<file path="src/rtl/grid_local_extremum_classifier_macros.svh">
// Assertion macros for the grid local extremum classifier.
// Each macro expects signals named clk and rst_n in the scope that uses it.
`ifndef GRID_LOCAL_EXTREMUM_CLASSIFIER_MACROS_SVH
`define GRID_LOCAL_EXTREMUM_CLASSIFIER_MACROS_SVH

// The consequent must hold in the same cycle as the antecedent.
`define GLEC_ASSERT_NOW(label, ante, cons) \
    label: assert property (@(posedge clk) disable iff (!rst_n) (ante) |-> (cons)) \
        else $error("glec assertion failed in the same cycle");

// The consequent must hold in the cycle after the antecedent.
`define GLEC_ASSERT_NEXT(label, ante, cons) \
    label: assert property (@(posedge clk) disable iff (!rst_n) (ante) |=> (cons)) \
        else $error("glec assertion failed one cycle later");

`endif

</file>
<file path="src/rtl/glec_pkg.sv">
// Shared constants, types and codes of the grid local extremum classifier.
// Used by the channel interfaces and every module of the block.
package glec_pkg;

    localparam int SAMPLE_BITS  = 16;
    localparam int MAX_WIDTH    = 1024;
    localparam int HEIGHT_LIMIT = 1024;
    localparam int ADDR_BITS    = $clog2(MAX_WIDTH);
    localparam int DIM_BITS     = 11;
    localparam int COORD_BITS   = 10;
    localparam int CFG_BITS     = 11;
    localparam int CLASS_BITS   = 2;

    typedef logic signed [SAMPLE_BITS-1:0] sample_t;

    typedef enum logic [CLASS_BITS-1:0] {
        CLASS_NONE   = 2'd0,
        CLASS_PEAK   = 2'd1,
        CLASS_VALLEY = 2'd2
    } cell_class_t;

    typedef enum logic {
        REG_FRAME_WIDTH  = 1'b0,
        REG_FRAME_HEIGHT = 1'b1
    } cfg_index_t;

    // Per-transaction control decoded from the scan position.
    typedef struct packed {
        logic                 shift;
        logic                 res_valid;
        logic                 left_ok;
        logic                 right_ok;
        logic                 up_ok;
        logic                 down_ok;
        logic                 frame_last;
        logic [ADDR_BITS-1:0] col;
        logic [ADDR_BITS-1:0] x;
        logic [DIM_BITS-1:0]  y;
    } pos_t;

endpackage

</file>
<file path="src/rtl/glec_window.sv">
// Window columns around the current cell and the eight-neighbor compare.
// Depends on glec_pkg; the right-hand column comes from the line stores and the sample register.
module glec_window import glec_pkg::*;
(
    input  logic        clk,
    input  logic        rst_n,
    input  logic        advance,
    input  pos_t        pos,
    input  sample_t     above2,
    input  sample_t     above1,
    input  sample_t     fresh,
    output cell_class_t cls
);

    // Only two stored columns are needed: the window's left column is always
    // the previous middle column at the time a cell is classified.
    sample_t win_l_reg [3];
    sample_t win_c_reg [3];
    sample_t nb        [8];
    logic    nb_ok     [8];
    sample_t centre;
    logic    peak;
    logic    valley;

    assign centre = win_c_reg[1];

    always_comb
    begin
        nb[0] = win_l_reg[0];  nb_ok[0] = pos.left_ok && pos.up_ok;
        nb[1] = win_l_reg[1];  nb_ok[1] = pos.left_ok;
        nb[2] = win_l_reg[2];  nb_ok[2] = pos.left_ok && pos.down_ok;
        nb[3] = win_c_reg[0];  nb_ok[3] = pos.up_ok;
        nb[4] = win_c_reg[2];  nb_ok[4] = pos.down_ok;
        nb[5] = above2;        nb_ok[5] = pos.right_ok && pos.up_ok;
        nb[6] = above1;        nb_ok[6] = pos.right_ok;
        nb[7] = fresh;         nb_ok[7] = pos.right_ok && pos.down_ok;

        peak   = 1'b1;
        valley = 1'b1;
        for (int i = 0; i < 8; i++)
        begin
            if (nb_ok[i] && !(nb[i] < centre))
                peak = 1'b0;
            if (nb_ok[i] && !(nb[i] > centre))
                valley = 1'b0;
        end

        if (peak)
            cls = CLASS_PEAK;
        else if (valley)
            cls = CLASS_VALLEY;
        else
            cls = CLASS_NONE;
    end

    always_ff @(posedge clk or negedge rst_n)
    begin
        if (!rst_n)
        begin
            for (int i = 0; i < 3; i++)
            begin
                win_l_reg[i] <= '0;
                win_c_reg[i] <= '0;
            end
        end
        else if (advance && pos.shift)
        begin
            for (int i = 0; i < 3; i++)
                win_l_reg[i] <= win_c_reg[i];
            win_c_reg[0] <= above2;
            win_c_reg[1] <= above1;
            win_c_reg[2] <= fresh;
        end
    end

endmodule

</file>
<file path="config.mk">
export PLATFORM = sky130hd
export DESIGN_NAME = glec_window
export DESIGN_NICKNAME = d
export VERILOG_FILES = /design/src/rtl/grid_local_extremum_classifier_macros.svh /design/src/rtl/glec_pkg.sv /design/src/rtl/glec_window.sv
export SDC_FILE = /design/constraint.sdc
export NUM_CORES = 1
export LEC_CHECK = 0
export ABC_CLOCK_PERIOD_IN_PS = 4200
export BUFFER_PORTS_ARGS = -buffer_cell sky130_fd_sc_hd__clkbuf_2
export CORE_MARGIN = 1
export CORE_UTILIZATION = 35
export CTS_CLUSTER_DIAMETER = 30
export DETAILED_ROUTE_END_ITERATION = 10
export GPL_TIMING_DRIVEN = 1
export PLACE_DENSITY_LB_ADDON = 0.05
export REMOVE_ABC_BUFFERS = 1
export SYNTH_ARGS = -nofsm -noshare
export SYNTH_HDL_FRONTEND = slang
export SYNTH_SLANG_ARGS = --single-unit
</file>
<file path="constraint.sdc">
create_clock -name clk -period 4.2 [get_ports clk]
set_input_delay 0.21 -clock clk [delete_from_list [all_inputs] [get_ports clk]]
set_output_delay 0.21 -clock clk [all_outputs]
set_load 0.02 [all_outputs]
</file>
==> results by group <==
CTS
  • CTS buffer count: 9
  • Root Driver: clkbuf_16
  • CTS clk-pin slew, worst paths: 0.07 ns
  • Hold_buf cts: 0
  • CTS tree: done
  • CTS sink cnt: 96
  • H-Tree Depth: 3
  • Clock Latency Late Sink: 0.35 ns
  • Post-CTS Setup Bufs: 0
  • CTS Buffer Depth: 2
  • Post-CTS sizing: 0

Placement
  • I/O Buffers: 57
  • Hpwl dp: 12.3 mm
  • Routability Congestion: 0.812

Timing
  • Unrepaired setup endpoints after global routing: false
  • Setup_tns: 0 ns
  • Max-slew headroom: 0.380
  • Max-slew violations: 0
  • Hold_ws: -0.00709 ns
  • Final hold vios: 11
  • Setup Skew: 0.00268 ns
  • Tmin final: 3.80 ns
  • Period utilization: 0.905
  • # setup viols final: 0
  • Worst-margin pin slew: 0.929 ns
  • Max Freq: 263 MHz

Power
  • Peak supply drop: 228 uV
  • Int Pwr: 2.09 mW
  • Sw Ratio: 0.343
  • Gate power share: 0.347
  • P_sw: 1.09 mW
  • Static Leakage: 3.53 nW
  • Reg power frac: 0.380
  • Pwr dens: 431 nW/um2
  • Clock Power Share: 0.273

Worst setup path
  • Arrival @ worst endpoint: 3.59 ns
  • Register-to-register setup slack: 3.20 ns
  • RR Startpoint: centre[2]
  • Cell at the slowest stage of the critical path: or4_1
  • CP Class: flip-flop to primary output
  • Crit-path cells: inv_1 -> ha_1 -> nand4_1 -> or4_1 -> a21oi_1 -> or3b_1 -> mux2_1 -> a222oi_1 -> and4_4 -> nor4_2 -> clkbuf_2
  • Reg-to-reg critical path endpoint: nb[98]
  • Worst setup path startpoint: centre[15]
  • CP max stage delay: 0.60 ns
  • Worst-path fanout max: 9
  • Number of cells on the worst reg-to-reg path: 2
  • CP required: 3.99 ns
  • Startpoint types: flip-flop
  • Critical Path End Type: primary output

Routing
  • Via count: 4747
  • Drt pass-1 iters: 7
  • Avg WL per Cell: 17.6 um
  • DR iter-0 viols: 116
  • Vias per cell: 5.30
  • Routed wire length: 15.7 mm
  • Antenna viol nets, final: 0
  • DRC: 3

Floorplanning
  • Rows: 49
  • Core ar.: 18100 um2
  • Die width: 138 um
  • Initial Util: 0.359
  • Die ar.: 19100 um2
  • IO Pins: 91
  • Die height: 138 um

Synthesis
  • Post-synth top area share: 0.370
  • Cell variety after synth: 49
  • Flops & latches, synth: 96
  • Synth Flop Type: dfrtp_1
  • Cell count after synthesis: 603
  • Post-synthesis sequential area ratio: 0.370
  • Fraction of registers with async set/reset: 1.00
  • Main area contributors after synthesis: dfrtp_1 (37%), ha_1 (25%), mux2_2 (13%)
  • Post-Synthesis Mean Instance Area: 10.8 um2
  • Synth warn: 0
  • Yosys top cell by area: dfrtp_1
  • Mapped cell area: 6500 um2
  • Post-synth EDFFs: 0

Run status
  • Status: finished, violations left
  • Violated checks: DRC, hold timing

GRT
  • GR Overflow Total: 0
  • Number of global-route vias before repair: 5051
  • Gr usage total: 0.176
  • Antenna violations before repair: 0
  • First-pass GRT wire length: 26.1 mm
  • Largest net degree at the start of global routing: 71

Hold path
  • Min-Delay Path Class: input port to asynchronous set/reset pin

Finish
  • Syn-to-layout area delta: 13.2%
  • Filler Cell Count: 1741
  • Layout cells sized above 1: 0.237
  • Antenna diode count: 0
  • Final nets: 878

Job
  • Max-cap violations: 0
==> sequential cells by signal, indices dropped and copies added, names as in the netlist <==
signal and count:
nb 80, centre 16
==> cell families (layout without fill, tap and decap cells) <==
group,count (synthesis),count (layout),share of synthesized area
AO/OA/AOI/OAI,129,129,0.121
adder cells (fa/ha/maj),128,128,0.246
AND/OR/NAND/NOR,127,127,0.0997
flip-flops,96,96,0.370
multiplexers,79,79,0.137
buffers and inverters,43,106,0.0254
XOR/XNOR,1,1,0.00135
==> worst max-delay path, delay by kind of cell, from the launching register on <==
family	cells	cell delay, ns
compound gates	2	0.55
fa+ha+maj	1	0.39
buf+inv	2	0.37
flops	1	0.34
mux	1	0.36
simple gates	5	1.22
==> layout make-up <==
type	instances	area (um2)	area share
Multi-Input combinational cell	464	3940	0.535
Sequential cell	96	2400	0.326
Timing Repair Buffer	60	310	0.0422
Tap cell	229	287	0.0389
Clock buffer	11	253	0.0343
Inverter	30	113	0.0153
Clock inverter	5	55.1	0.00748
==> worst max path at each step <==
| stage | end | cells after the start |
|---|---|---|
| 2_1_floorplan | centre[10] | 2 |
| 3_3_place_gp | cls[1] | 11 |
| 3_5_place_dp | cls[1] | 11 |
| 4_1_cts | cls[1] | 11 |
| 5_1_grt | cls[1] | 11 |
| 6_report | cls[1] | 11 |
==> cells in the final DEF (no fill, tap or decap), types with 4 or more instances in the layout <==
| cell | count |
|---|---|
| nand2b_1 | 5 |
| ha_1 | 128 |
| nor2b_1 | 4 |
| a21o_1 | 12 |
| nand2_1 | 50 |
| clkbuf_16 | 9 |
| buf_4 | 4 |
| nor2_1 | 12 |
| a21oi_1 | 51 |
| inv_1 | 30 |
| nand3_1 | 13 |
| o211ai_1 | 6 |
| dfrtp_1 | 96 |
| a2111oi_0 | 4 |
| o21ai_0 | 33 |
| nor4_1 | 6 |
| nand4_1 | 21 |
| mux2_2 | 77 |
| clkbuf_2 | 56 |
==> through the flow <==
step	instances	worst slack, ns	total power [mW]	area (um2)	util
2_1_floorplan	590	1.28	1.99	6450	-
3_3_place_gp	879	0.734	2.30	7050	0.390
3_5_place_dp	879	0.717	2.34	7050	0.390
4_1_cts	895	0.317	3.23	7360	0.407
5_1_grt	895	0.166	3.45	7360	0.407
6_report	895	0.401	3.17	7360	0.407
==> Yosys cell counts (2+ instances only) <==
master,number
o211ai_1,6
o21a_1,3
nor2_1,12
o31ai_1,2
a21oi_1,51
mux2_2,77
ha_1,128
nand4_1,21
dfrtp_1,96
nand3b_1,2
clkbuf_1,5
nor2b_1,4
or4_1,2
a31oi_1,3
a2111oi_0,4
a211o_1,3
nand2_1,51
buf_1,7
or3_1,2
a21o_1,12
nor4_1,6
a221o_1,2
o21ai_0,33
nand2b_1,5
inv_1,30
nand3_1,13
==> layer usage <==
layer  track usage  vias to the layer above  routed length [um]  part of all wire
met5             0                        -                   0                 0
met4        0.0627                        0                 372             0.024
met2         0.307                       57                7790              0.50
li1              -                     2381                   -                 -
met1         0.215                     2289                7090              0.45
met3        0.0343                       20                 466             0.030
==> power groups by stage <==
stage / registers (mW) / logic (mW) / clock network, mW
floorplan: 1.18 / 0.809 / 0
global placement: 1.22 / 1.08 / 0
detailed placement: 1.23 / 1.11 / 0
CTS: 1.21 / 1.12 / 0.902
global route: 1.23 / 1.27 / 0.947
finish: 1.21 / 1.10 / 0.867
(Power assumes the default switching activity.)
