[src/rtl/grid_local_extremum_classifier_macros.svh]
// Assertion macros for the grid local extremum classifier.
// Each macro expects signals named clk and rst_n in the scope that uses it.
`ifndef GRID_LOCAL_EXTREMUM_CLASSIFIER_MACROS_SVH
`define GRID_LOCAL_EXTREMUM_CLASSIFIER_MACROS_SVH

// The consequent must hold in the same cycle as the antecedent.
`define GLEC_ASSERT_NOW(label, ante, cons) \
    label: assert property (@(posedge clk) disable iff (!rst_n) (ante) |-> (cons)) \
        else $error("glec assertion failed in the same cycle");

// The consequent must hold in the cycle after the antecedent.
`define GLEC_ASSERT_NEXT(label, ante, cons) \
    label: assert property (@(posedge clk) disable iff (!rst_n) (ante) |=> (cons)) \
        else $error("glec assertion failed one cycle later");

`endif

[src/rtl/glec_pkg.sv]
// Shared constants, types and codes of the grid local extremum classifier.
// Used by the channel interfaces and every module of the block.
package glec_pkg;

    localparam int SAMPLE_BITS  = 16;
    localparam int MAX_WIDTH    = 1024;
    localparam int HEIGHT_LIMIT = 1024;
    localparam int ADDR_BITS    = $clog2(MAX_WIDTH);
    localparam int DIM_BITS     = 11;
    localparam int COORD_BITS   = 10;
    localparam int CFG_BITS     = 11;
    localparam int CLASS_BITS   = 2;

    typedef logic signed [SAMPLE_BITS-1:0] sample_t;

    typedef enum logic [CLASS_BITS-1:0] {
        CLASS_NONE   = 2'd0,
        CLASS_PEAK   = 2'd1,
        CLASS_VALLEY = 2'd2
    } cell_class_t;

    typedef enum logic {
        REG_FRAME_WIDTH  = 1'b0,
        REG_FRAME_HEIGHT = 1'b1
    } cfg_index_t;

    // Per-transaction control decoded from the scan position.
    typedef struct packed {
        logic                 shift;
        logic                 res_valid;
        logic                 left_ok;
        logic                 right_ok;
        logic                 up_ok;
        logic                 down_ok;
        logic                 frame_last;
        logic [ADDR_BITS-1:0] col;
        logic [ADDR_BITS-1:0] x;
        logic [DIM_BITS-1:0]  y;
    } pos_t;

endpackage

[src/rtl/glec_scan.sv]
// Frame geometry registers, raster position counters and per-transaction decode.
// Depends on glec_pkg.
module glec_scan import glec_pkg::*;
(
    input  logic                clk,
    input  logic                rst_n,
    input  logic                cfg_write,
    input  logic                cfg_index,
    input  logic [CFG_BITS-1:0] cfg_data,
    input  logic                accept,
    input  logic                kind,
    output logic                ignore,
    output pos_t                pos,
    output logic [DIM_BITS-1:0] w_eff,
    output logic [DIM_BITS-1:0] h_eff
);

    logic [DIM_BITS-1:0]  width_reg;
    logic [DIM_BITS-1:0]  height_reg;
    logic [ADDR_BITS-1:0] col_reg;
    logic [DIM_BITS-1:0]  row_reg;
    logic [DIM_BITS-1:0]  col_plus;
    logic                 terminate;
    logic                 col_zero;

    always_comb
    begin
        if (width_reg == '0)
            w_eff = DIM_BITS'(1);
        else if (width_reg > DIM_BITS'(MAX_WIDTH))
            w_eff = DIM_BITS'(MAX_WIDTH);
        else
            w_eff = width_reg;

        if (height_reg == '0)
            h_eff = DIM_BITS'(1);
        else if (height_reg > DIM_BITS'(HEIGHT_LIMIT))
            h_eff = DIM_BITS'(HEIGHT_LIMIT);
        else
            h_eff = height_reg;
    end

    // The row counter passes the last row by one while the bottom edge drains;
    // the transaction after that row closes the frame.
    assign terminate = row_reg > h_eff;
    assign col_zero  = col_reg == '0;
    assign ignore    = kind && (row_reg < h_eff);
    assign col_plus  = DIM_BITS'(col_reg) + DIM_BITS'(1);

    always_comb
    begin
        pos       = '0;
        pos.shift = !terminate;
        pos.col   = col_reg;
        if (col_zero)
        begin
            // Last cell of the row two back: its right-hand column is off the grid.
            pos.res_valid  = row_reg >= DIM_BITS'(2);
            pos.x          = ADDR_BITS'(w_eff - DIM_BITS'(1));
            pos.y          = row_reg - DIM_BITS'(2);
            pos.left_ok    = w_eff >= DIM_BITS'(2);
            pos.right_ok   = 1'b0;
            pos.up_ok      = row_reg >= DIM_BITS'(3);
            pos.down_ok    = row_reg <= h_eff;
            pos.frame_last = terminate;
        end
        else
        begin
            pos.res_valid  = (row_reg >= DIM_BITS'(1)) && !terminate;
            pos.x          = col_reg - ADDR_BITS'(1);
            pos.y          = row_reg - DIM_BITS'(1);
            pos.left_ok    = col_reg >= ADDR_BITS'(2);
            pos.right_ok   = 1'b1;
            pos.up_ok      = row_reg >= DIM_BITS'(2);
            pos.down_ok    = row_reg < h_eff;
            pos.frame_last = 1'b0;
        end
    end

    always_ff @(posedge clk or negedge rst_n)
    begin
        if (!rst_n)
        begin
            width_reg  <= DIM_BITS'(MAX_WIDTH);
            height_reg <= DIM_BITS'(HEIGHT_LIMIT);
            col_reg    <= '0;
            row_reg    <= '0;
        end
        else if (cfg_write)
        begin
            case (cfg_index)
                REG_FRAME_WIDTH:  width_reg  <= cfg_data;
                REG_FRAME_HEIGHT: height_reg <= cfg_data;
                default:          width_reg  <= width_reg;
            endcase
            col_reg <= '0;
            row_reg <= '0;
        end
        else if (accept && !ignore)
        begin
            if (terminate)
            begin
                col_reg <= '0;
                row_reg <= '0;
            end
            else if (col_plus >= w_eff)
            begin
                col_reg <= '0;
                row_reg <= row_reg + DIM_BITS'(1);
            end
            else
            begin
                col_reg <= col_plus[ADDR_BITS-1:0];
            end
        end
    end

endmodule

[config.mk]
export PLATFORM = sky130hd
export DESIGN_NAME = glec_scan
export DESIGN_NICKNAME = d
export VERILOG_FILES = /design/src/rtl/grid_local_extremum_classifier_macros.svh /design/src/rtl/glec_pkg.sv /design/src/rtl/glec_scan.sv
export SDC_FILE = /design/constraint.sdc
export NUM_CORES = 1
export LEC_CHECK = 0
export CAP_MARGIN = 20
export CELL_PAD_IN_SITES_DETAIL_PLACEMENT = 0
export CELL_PAD_IN_SITES_GLOBAL_PLACEMENT = 2
export CORE_MARGIN = 2
export CORE_UTILIZATION = 41
export CTS_CLUSTER_DIAMETER = 50
export CTS_CLUSTER_SIZE = 8
export DETAILED_ROUTE_END_ITERATION = 10
export DONT_BUFFER_PORTS = 1
export GPL_TIMING_DRIVEN = 0
export MAX_ROUTING_LAYER = met4
export PLACE_DENSITY_LB_ADDON = 0.1
export SLEW_MARGIN = 0
export SYNTH_ARGS = -nofsm -noshare
export SYNTH_HDL_FRONTEND = slang
export SYNTH_SLANG_ARGS = --single-unit
[constraint.sdc]
create_clock -name clk -period 7.6 [get_ports clk]
set_input_delay 0.76 -clock clk [delete_from_list [all_inputs] [get_ports clk]]
set_output_delay 0.76 -clock clk [all_outputs]
set_load 0.02 [all_outputs]
==> metrics, run 1 <==
Die Ht=98.5 um; relative slew slack=0.407; complex-gate fraction of the synthesized area=0.161; IO Port Bufs=0; Antenna Nets Post-Route=0; outcome=complete, no violations; mux cell area share after synthesis=0.101; #FFs+latches synth=43; setup TNS=0 ns; main flop type after synthesis=dfrtp_1; top cell type's share of synthesized area=0.280; Clock Tree Buf Depth=2; Final HPWL DP=7990 um; sequential share of the synthesized area=0.294; First DRT Iteration DRCs=142; cts repair resizes=0; synthesized area per cell=8.68 um2; area of the multi-input gates=0.00236 mm2; RSZ-0062 raised after global routing=false; routed length per instance=19.0 um; GR Overflow Total=0; Sw Ratio=0.431; first-pass GRT wire length=16400 um; Worst Clk Skew=0.00844 ns; Pwr per Cell Area=197 mW/mm2; Root Buffer=clkbuf_8; critical path required time=6.84 ns; DR pass1 iterations=4; CP arrival=4.42 ns; XOR/XNOR share of the synthesized area=0.0502; RePlAce Congestion=0.848; met2 Usage GRT=0.325; Clock H-tree levels=2; Comb power frac=0.399; Routed Wire Length=10200 um; Syn Nets=473; worst min path class=in2async; element type at the critical path start=register; CTS tree=yes; Switch Pwr=0.000333 W; drc violations=0; ratio of final minimum period to clock period=0.681; Yosys cell types=63; Post-Synth Adder-Cell Area=0.116; CTS clk-pin slew, worst paths=0.10 ns; Die Wd=98.5 um; path depth of the worst reg2reg path=10; Max Clk Rate=193 MHz; Synth area leaders=dfrtp_1 (28%), ha_1 (12%), mux2_2 (7.1%), nand2_1 (4.7%), inv_1 (3.3%); fin nets=480; clock network fraction of design power=0.248; CORE AREA=0.00868 mm2; minimum clock period after layout=5.18 ns; layout cells sized above 1=0.128; All-Layer GR Usage=0.219; Post-CTS Setup Bufs=0; die area=0.00971 mm2; dominant cell type by area after synthesis=dfrtp_1; Crit Reg-Reg Endpoint=col_reg[0]$_DFFE_PN0P_; Critical R2R Launch=col_reg[1]$_DFFE_PN0P_; Cells after Synth=422; Max Cap Viol=0; Syn Std Cell Area=0.00366 mm2; M3 GR Usage=0.0426; count leader, synth=nand2_1; Async SR Flop Fraction=1.00; FF/Latch Area=0.00108 mm2; vias in the first global route=2963; met1 GRT Util=0.317; Sink Count=43; simple-gate share of the synthesized area=0.215; FF-to-FF setup slack=4.07 ns; final setup vio count=0; post-route insts no fill=538; worst skew pair latency=0.30 ns; Crit Path Class=reg2out; antenna cells=0; CTS Hold Buffers Added=0; Inst Count DP=530; slew at the pin closest to its max-slew limit=0.888 ns; largest net degree at the start of global routing=44; total CTS buffers=5; Max Slew Vio Count=0; Filler cells=893; final hold violation count=0; main combinational cell family by area after synthesis=simple AND/OR/NAND/NOR gates; sequential share of power=0.352; worst vdd ir=0.119 mV; CP Max Fanout=10; Post-synth EDFFs=0; synth cell count leaders=nand2_1 (46), dfrtp_1 (41), ha_1 (34); Via density=5.75; P_int=0.000440 W; Core Rows=34; Starting Density=0.422; GRT busiest layer=met2; leakage=1.82 nW; initial antenna violation count=0; Worst setup EP type=primary output; synth-to-layout area growth=6.86%; warnings from Yosys=0; DR vias=3095; Boundary Pins=78
==> worst max-delay path by stage <==
| stage | start | endpoint | slack [ns] |
|---|---|---|---|
| after floorplan | col_reg[6]$_DFFE_PN0P_ | pos[17] | 3.51 |
| after global placement | col_reg[7]$_DFFE_PN0P_ | pos[17] | 2.75 |
| after detailed placement | col_reg[7]$_DFFE_PN0P_ | pos[17] | 2.78 |
| after CTS | col_reg[7]$_DFFE_PN0P_ | pos[17] | 2.41 |
| after global routing | col_reg[7]$_DFFE_PN0P_ | pos[17] | 2.17 |
| final | col_reg[7]$_DFFE_PN0P_ | pos[17] | 2.42 |
==> metal layers <==
| layer | wire length [um] | part of all wire |
|---|---|---|
| met1 | 5020 | 0.49 |
| met2 | 4550 | 0.44 |
| met3 | 630 | 0.062 |
| met5 | 0 | 0 |
| met4 | 36 | 0.0035 |
==> power groups by stage <==
stage	sequential (W)	combinational, W	clock (W)
2_1_floorplan	0.000269	0.000256	0
3_3_place_gp	0.000277	0.000307	0
3_5_place_dp	0.000277	0.000310	0
4_1_cts	0.000273	0.000311	0.000197
5_1_grt	0.000276	0.000337	0.000207
6_report	0.000272	0.000309	0.000192
==> area by class of cell <==
type | count | area share
Buffer | 21 | 0.0259
Clock buffer | 5 | 0.0176
Clock inverter | 3 | 0.0121
Inverter | 34 | 0.0326
Multi-Input combinational cell | 324 | 0.602
Sequential cell | 43 | 0.275
Tap cell | 108 | 0.0345
==> cells in the final DEF, fill, tap and decap left out, types with 6 or more instances in the layout <==
| cell type | Yosys | routed |
|---|---|---|
| nand2_1 | 46 | 46 |
| nand3_1 | 13 | 13 |
| ha_1 | 34 | 34 |
| buf_2 | 6 | 6 |
| mux2_2 | 23 | 23 |
| clkbuf_1 | 12 | 12 |
| o21ai_0 | 10 | 10 |
| a21oi_1 | 21 | 21 |
| inv_1 | 32 | 32 |
| xor2_1 | 12 | 12 |
| nand4_1 | 8 | 8 |
| mux2i_1 | 11 | 11 |
| dfrtp_1 | 41 | 41 |
| nor3_1 | 14 | 14 |
| a21o_1 | 7 | 7 |
| nor2_1 | 31 | 31 |
| a22o_1 | 7 | 7 |
| xnor2_1 | 9 | 9 |
| nand2b_1 | 6 | 6 |
==> stage by stage <==
step	hold slack, ns	total power [W]	utilization	cell area (um2)	setup WS (ns)
floorplan	0.464	0.000525	-	3660	3.51
global placement	0.465	0.000584	0.438	3800	2.75
detailed placement	0.466	0.000587	0.438	3800	2.78
CTS	0.130	0.000781	0.451	3920	2.41
global route	0.114	0.000820	0.451	3920	2.17
finish	0.142	0.000773	0.451	3920	2.42
==> critical path, cell delays in order, from the launching register on <==
cell      delay, ns
dfrtp_1        0.47
clkbuf_1       0.27
nor4_4         0.33
and4_4         0.30
inv_1          0.14
buf_2          0.23
buf_1          0.36
a21oi_1        0.56
ha_1           0.36
o211ai_1       0.28
o21ai_0        0.24
o31ai_1        0.10
o221ai_1       0.48
==> logic make-up after synthesis <==
kind of cell / count (synthesis)
xor gates and xnor gates: 21
DFF: 43
adders and majority gates: 34
muxes: 34
AOI/OAI and AO/OA: 82
buffers and inverters: 55
and+or+nand+nor: 153
(Power assumes the default switching activity.)
==> inputs of run 2 (changes only) <==
--- a/config.mk
+++ b/config.mk
@@ -9,7 +9,7 @@
 export CELL_PAD_IN_SITES_DETAIL_PLACEMENT = 0
 export CELL_PAD_IN_SITES_GLOBAL_PLACEMENT = 2
 export CORE_MARGIN = 2
-export CORE_UTILIZATION = 41
+export CORE_UTILIZATION = 38
 export CTS_CLUSTER_DIAMETER = 50
 export CTS_CLUSTER_SIZE = 8
 export DETAILED_ROUTE_END_ITERATION = 10
==> constraint.sdc (replaced) <==
create_clock -name clk -period 5.3 [get_ports clk]
set_input_delay 0.53 -clock clk [delete_from_list [all_inputs] [get_ports clk]]
set_output_delay 0.53 -clock clk [all_outputs]
set_load 0.02 [all_outputs]
==> run 2 against run 1 <==
Global-route usage down 0.49 points; worst setup slack worse by 2.0 ns; final cell count up 4.1%; worst hold slack worse by 0.089 ns; flip-flop and latch count unchanged; sequential share of layout area down 0.37 points; cell area up 1.4%; clock power up 43%; register-to-register slack worse by 2.3 ns; critical path depth unchanged; count of clock-buffer cells in the layout unchanged; largest cell class unchanged.
==> metrics, run 2 (synthesized netlist as in run 1, its figures left out) <==
minimum clock period after layout=4.92 ns; RePlAce Congestion=0.830; relative slew slack=0.408; Max Clk Rate=203 MHz; Die Wd=102 um; GR Overflow Total=0; post-route insts no fill=560; worst stage delay on the critical path=0.56 ns; Post-DP Area=0.00383 mm2; Inst Count DP=551; synth-to-layout area growth=8.33%; DR vias=3079; DP Worst Slack=0.671 ns; Clock Tree Buf Depth=2; Core Rows=35; vias in the first global route=3031; final hold violation count=0; Routed Wire Length=10400 um; largest net degree at the start of global routing=42; critical path required time=4.77 ns; Final HPWL DP=8170 um; Crit Reg-Reg Endpoint=col_reg[0]$_DFFE_PN0P_; worst min path class=in2async; CP arrival=4.39 ns; CP Max Fanout=10; Worst path top cell family by delay=compound AO/OA/AOI/OAI gates; leakage=1.83 nW; FF-to-FF setup slack=1.74 ns; Max Slew Vio Count=0; First DRT Iteration DRCs=130; Root Buffer=clkbuf_8; most common cell after layout, fill and taps aside=nand2_1; CP max stage cell=a21oi_1; path depth of the worst reg2reg path=10; CORE AREA=0.00928 mm2; drc violations=0; antenna cells=0; IO Port Bufs=0; Starting Density=0.395; Crit path buffers/inverters=4; Antenna Nets Post-Route=0; first-pass GRT wire length=16700 um; Via density=5.50; All-Layer GR Usage=0.214; die area=0.0104 mm2; power after layout=0.00112 W; RSZ-0062 raised after global routing=false; Worst setup EP type=primary output; worst setup margin=0.379 ns; CTS clk-pin slew, worst paths=0.10 ns; initial antenna violation count=0; Crit Path Class=reg2out; layout cells sized above 1=0.130; ratio of final minimum period to clock period=0.928; element type at the critical path start=register; DR pass1 iterations=4; CTS tree=yes; Pwr per Cell Area=281 mW/mm2; cell area after layout=0.00397 mm2; Worst Clk Skew=0.0126 ns; total CTS buffers=5; CP cell instances=buf_6 > nor3_2 > and4_4 > inv_1 > buf_2 > buf_1 > a21oi_1 > ha_1 > o211ai_1 > o21ai_0 > o31ai_1 > o221ai_1; Max Cap Viol=0; Critical R2R Launch=col_reg[1]$_DFFE_PN0P_; Filler cells=976; Die Ht=102 um; outcome=complete, no violations; Clock H-tree levels=2; final setup vio count=0; fin nets=481; slew at the pin closest to its max-slew limit=0.886 ns; routed length per instance=18.5 um; setup TNS=0 ns; Post-CTS Setup Bufs=0; Sink Count=43; worst vdd ir=0.170 mV; most frequent cells in the layout=nand2_1 (46), dfrtp_1 (41), ha_1 (34), inv_1 (32), nor2_1 (31); worst skew pair latency=0.31 ns; Boundary Pins=78
-- run 2: layout make-up --
type / instances / area (um2) / area share
Clock buffer: 5 / 68.8 / 0.0173
Inverter: 34 / 128 / 0.0321
Tap cell: 129 / 161 / 0.0407
Sequential cell: 43 / 1080 / 0.272
Multi-Input combinational cell: 324 / 2360 / 0.594
Clock inverter: 3 / 47.5 / 0.0120
Buffer: 21 / 101 / 0.0255
Timing Repair Buffer: 1 / 27.5 / 0.00693
-- run 2: what timing repair did --
action                     CTS  global route
hold buffers                 1             0
hold endpoints to repair    41             0
resized for setup            0             0
setup endpoints to repair    0             0
-- run 2: metrics by stage --
step,utilization,hold slack (ns)
finish,0.428,0.0526
global route,0.428,0.0307
CTS,0.428,0.0446
detailed placement,0.412,0.236
global placement,0.412,0.236
floorplan,-,0.234
-- run 2: where the power goes --
| group | total (W) | internal [W] | switching, W |
|---|---|---|---|
| Clock | 0.000274 | 0.000143 | 0.000131 |
| Sequential | 0.000392 | 0.000358 | 0.0000341 |
| Combinational | 0.000452 | 0.000132 | 0.000319 |
-- run 2: layer usage --
layer | vias up | global-route usage | share of wire
met5 | - | - | 0
met4 | 0 | 0.0400 | 0.011
met3 | 10 | 0.0410 | 0.071
met2 | 93 | 0.313 | 0.43
met1 | 1454 | 0.310 | 0.49
li1 | 1522 | - | -
-- run 2: worst max-delay path by stage --
stage | startpoint | to | slack [ns] | cells after the start
3_3_place_gp | col_reg[7]$_DFFE_PN0P_ | pos[17] | 0.68 | 12
5_1_grt | col_reg[7]$_DFFE_PN0P_ | pos[17] | 0.04 | 12
2_1_floorplan | col_reg[6]$_DFFE_PN0P_ | pos[17] | 1.44 | 12
4_1_cts | col_reg[7]$_DFFE_PN0P_ | pos[17] | 0.32 | 12
6_report | col_reg[3]$_DFFE_PN0P_ | pos[17] | 0.38 | 12
3_5_place_dp | col_reg[7]$_DFFE_PN0P_ | pos[17] | 0.67 | 12
